==> src/rtl/biobtp_trk.sv <==
// Trackball delta to 4-bit code: clamp, floor shift, optional inversion, dead zone.
module biobtp_trk (
    input  logic signed [15:0] i_delta,
    input  logic               i_invert,
    output logic [3:0]         o_code
);

    logic signed [11:0] w_clamp;
    logic signed [11:0] w_shift;
    logic        [7:0]  w_byte;

    always_comb begin
        if (i_delta > 16'sd1024) begin
            w_clamp = 12'sd1024;
        end else if (i_delta < -16'sd1024) begin
            w_clamp = -12'sd1024;
        end else begin
            w_clamp = 12'(i_delta);
        end
        // An arithmetic shift gives the floor of the division by 16.
        w_shift = w_clamp >>> 4;
        w_byte  = i_invert ? ~w_shift[7:0] : w_shift[7:0];
        if (w_byte[7:4] == 4'hf || w_byte < 8'h10) begin
            o_code = 4'd0;
        end else begin
            o_code = w_byte[7:4];
        end
    end

endmodule

==> config.mk <==
export PLATFORM = sky130hd
export DESIGN_NAME = biobtp_trk
export DESIGN_NICKNAME = d
export VERILOG_FILES = /design/src/rtl/biobtp_trk.sv
export SDC_FILE = /design/constraint.sdc
export NUM_CORES = 1
export LEC_CHECK = 0
export BUFFER_PORTS_ARGS = -buffer_cell sky130_fd_sc_hd__buf_2
export CORE_AREA = 3 3 40 42
export DETAILED_ROUTE_END_ITERATION = 10
export DIE_AREA = 0 0 43 45
export SETUP_SLACK_MARGIN = 0.1
export SYNTH_ARGS = -nofsm -noshare
export SYNTH_HDL_FRONTEND = slang
export SYNTH_SLANG_ARGS = --single-unit
==> constraint.sdc <==
create_clock -name vclk -period 1.6
set_input_delay 0.08 -clock vclk [all_inputs]
set_output_delay 0.08 -clock vclk [all_outputs]
set_load 0.01 [all_outputs]
Word level (Yosys, flattened, before mapping)

Index checks and enable logic that the tools add are counted.

Bits in registers: 0
Bits in latches: 0
Bits in writable memories: 0
ROM bits: 0
Bits of input ports: 17
Output and inout bits: 4
Logic and storage cells: 10
Memories kept: 0

$add $sub $neg: 0
$mul: 0
Divide/modulo/power cells: 0
$lt $le $gt $ge: 3
Equal/unequal tests: 1
Shift-type cells: 0
Multiplexer cells: 4
Bitwise gates (word level): 1
Reduce and logical (&&, ||, !) cells: 1

Operators with widths:

| operator                                                      | count |
|---|---|
| 2-to-1 mux 12 bit                                             | 2 |
| > comparator 16 x 12 -> 1 bit (second input constant)         | 1 |
| less-than comparator 16 x 11 -> 1 bit (second input constant) | 1 |
| less-than comparator 8 x 5 -> 1 bit (second input constant)   | 1 |
| 2-to-1 mux 8 bit                                              | 1 |
| inverter 8 bit                                                | 1 |
| == test 4 bit (second input constant)                         | 1 |
| 2-to-1 mux 4 bit                                              | 1 |
| logical OR 1 bit                                              | 1 |

Longest topological paths before layout

Depth after elaboration: 8
Gate-level depth with buffers: 5
Mapped depth without buffers: 4

Worst setup path before layout

OpenSTA, ideal clock, no wires.

Path kind: input to output
Start point: in i_delta[13]
End point: out o_code[1]
Data arrival time: 1.430 ns
Required time: 1.520 ns
Slack: 0.090 ns
Stages on the path: 5
Buffers on the path: 1
Cell sequence: or4_1 buf_2 or4b_4 nand4b_1 mux2i_1

Cells in the longest elaborated chain, start to end: 8
Elaborated cells between the ends (all ways): 10
Classes of those cells: 3 x order compare; 1 x eq/ne; 4 x mux; 1 x bitwise; 1 x reduce/logical

Ends and longest elaborated chain:

| item                                                                 | RTL line | source |
|---|---|---|
| from (decl)                                                          | 3        | `input logic signed [15:0] i_delta,` |
| less-than comparator 16 x 11 -> 1 bit                                | 15       | `end else if (i_delta < -16'sd1024) begin` |
| 2-to-1 mux 12 bit                                                    | 15       |  |
| 2-to-1 mux 12 bit *                                                  | 13       | `if (i_delta > 16'sd1024) begin` |
| inverter 8 bit                                                       | 22       | `w_byte = i_invert ? ~w_shift[7:0] : w_shift[7:0];` |
| 2-to-1 mux 8 bit *                                                   | 22       |  |
| less-than comparator 8 x 5 -> 1 bit or == test 4 bit (tied branches) | 23       | `if (w_byte[7:4] == 4'hf \|\| w_byte < 8'h10) begin` |
| logical OR 1 bit                                                     | 23       |  |
| 2-to-1 mux 4 bit *                                                   | 23       |  |
| to (decl)                                                            | 5        | `output logic [3:0] o_code` |

Mark *: on every way between the ends. The rest lies on a longest branch, timed or not.

Worst setup path in the final report

Start point: in i_delta[14]
End point: out o_code[3]

The elaborated chain is that of the path after synthesis.

==> results.sh <==
export IMPL_io_pins=21
export IMPL_period_share=1.03
export IMPL_grt_pass1_wl_um=1190
export IMPL_portBuffers=21
export IMPL_rows=13
export IMPL_power_density_nw_per_um2=200
export IMPL_areaGrowthSynthToFinish_pct=78.3
export IMPL_crit_arrival_ns=1.57
export IMPL_critical_path_required_ns=1.52
export IMPL_ant_nets=0
export IMPL_tightest_slew_ns=0.268
export IMPL_fin_ws_ns=-0.0541
export IMPL_run_status="complete, but fails checks"
export IMPL_maxSlewHeadroom=0.819
export IMPL_synth_nets=49
export IMPL_drive_above_1_share=0.593
export IMPL_syn_area_per_cell_sq_um=6.84
export IMPL_crit_type="in -> out"
export IMPL_hold_violations=0
export IMPL_initial_core_util=0.170
export IMPL_fmax_mhz=605
export IMPL_holdWs_ns=0.595
export IMPL_violations="setup timing"
export IMPL_nets=73
export IMPL_p_switching_uw=37.3
export IMPL_synth_top_cells_by_count="nand2_1, or4_1"
export IMPL_wirelength_um=760
export IMPL_clock_buffers=0
export IMPL_cp_start_kind="primary input"
export IMPL_vias=348
export IMPL_seq_cell_count=0
export IMPL_netlist_area_leader_share=0.137
export IMPL_grt_overflow=0
export IMPL_swShare=0.476
export IMPL_hp_class="in -> out"
export IMPL_clockPowerShare=0
export IMPL_power_frac_seq=0
export IMPL_post_route_min_period_ns=1.65
export IMPL_die_y_um=45
export IMPL_synth_cells=32
export IMPL_netlist_area_sq_um=219
export IMPL_crit_fanout=6
export IMPL_wl_per_cell_um=11.0
export IMPL_p_leak_uw=0.000192
export IMPL_dpl_worst_slack_ns=-0.135
export IMPL_seqCellArea_sq_um=0
export IMPL_power_frac_comb=1.000
export IMPL_rsz0062_at_grt="yes"
export IMPL_grt_total_usage=0.0738
export IMPL_fin_cells=69
export IMPL_synth_top_cell_by_area="or4_1"
export IMPL_die_x_um=43
export IMPL_drv_slew=0
export IMPL_drv_cap=0
export IMPL_grt_max_degree=10
export IMPL_drcViolationCount=0
export IMPL_ys_seq_area_frac=0
export IMPL_finalSetupTns_ns=-0.179
export IMPL_placed_area_sq_um=352
export IMPL_ys_warnings_count=0
export IMPL_gp_congestion=0.789
export IMPL_dr_pass1_iters=4
export IMPL_yosysUniqueCellTypes=21
export IMPL_antenna_found_initial=0
export IMPL_p_int_uw=41.0
export IMPL_grt_pass1_vias=280
export IMPL_design_core_area_sq_um=1280
export IMPL_fin_area_sq_um=390
export IMPL_drt_iter0_drc=1
export IMPL_synthTopCellsByArea="or4_1, mux2i_1, nand2_1, or4b_4, nor4_2"
export IMPL_dp_cells=68
export IMPL_worstSetupEndpointType="output pin"
export IMPL_hpwlAfterDp_um=602
export IMPL_diodes=0
export IMPL_final_setup_viol_count=4
export IMPL_peakVddDrop_uv=80.7
export IMPL_via_per_inst=5.04
export IMPL_die_area_sq_um=1940
layer usage:
layer	vias to the layer above	GRT usage	routed length, um
li1	175	-	-
met1	146	0.110	338
met2	25	0.120	303
met3	2	0.0120	107
met4	0	0	10
met5	-	0	0
cell usage in the layout (no fill, tap or decap):
master and instances:
buf_2 20, nand2_1 4, buf_4 3, or4_4 2, or4_1 2, or4b_4 2, nor2_1 2, nand3_1 2
o21ai_0 2, mux2i_1 2, nand4_1 1, or2_2 1, o22ai_1 1, nor4_4 1, o21ai_2 1, o31ai_2 1
o21ba_1 1, nand4b_1 1, a21oi_1 1, o41ai_1 1, nand2b_1 1, o211a_1 1, buf_6 1
cell families (layout without fill, tap and decap cells):
kind of cell / after synthesis / count (layout) / share of synthesized area
simple gates: 19 / 19 / 0.577
compound gates: 9 / 9 / 0.286
mux: 2 / 2 / 0.0914
buf+inv: 2 / 24 / 0.0457
what timing repair did:
item                       in CTS  in global routing
resized for setup               5                  1
buffers inserted                0                  1
setup endpoints to repair       4                  4
pin swaps                       1                  2
gates cloned                    0                  0
hold buffers                    0                  0
area by class of cell:
class	count	area, sq um
Fill cell	144	895
Multi-Input combinational cell	30	238
Tap cell	15	18.8
Timing Repair Buffer	24	134
power groups by stage:
stage / Sequential [uW] / Clock [uW] / Combinational [uW]
2_1_floorplan: 0 / 0 / 32.6
3_3_place_gp: 0 / 0 / 68.8
3_5_place_dp: 0 / 0 / 70.4
4_1_cts: 0 / 0 / 75.5
5_1_grt: 0 / 0 / 86.9
6_report: 0 / 0 / 78.2
path summary, 6_finish.rpt:
path,cells past startpoint,endpoint,slack [ns],from
max,7,o_code[3],-0.05,i_delta[14]
min,4,o_code[0],0.59,i_invert
critical path: stages:
cell	delay, ns
buf_2	0.11
or4_4	0.55
buf_4	0.18
nor4_4	0.17
o21ai_2	0.13
o211a_1	0.23
buf_2	0.13
stage by stage:
| step | util | total power, uW |
|---|---|---|
| 5_1_grt | 0.304 | 86.9 |
| 3_5_place_dp | 0.274 | 70.4 |
| 6_report | 0.304 | 78.2 |
| 2_1_floorplan | - | 32.6 |
| 3_3_place_gp | 0.274 | 68.8 |
| 4_1_cts | 0.294 | 75.5 |
(Power assumes the default switching activity.)
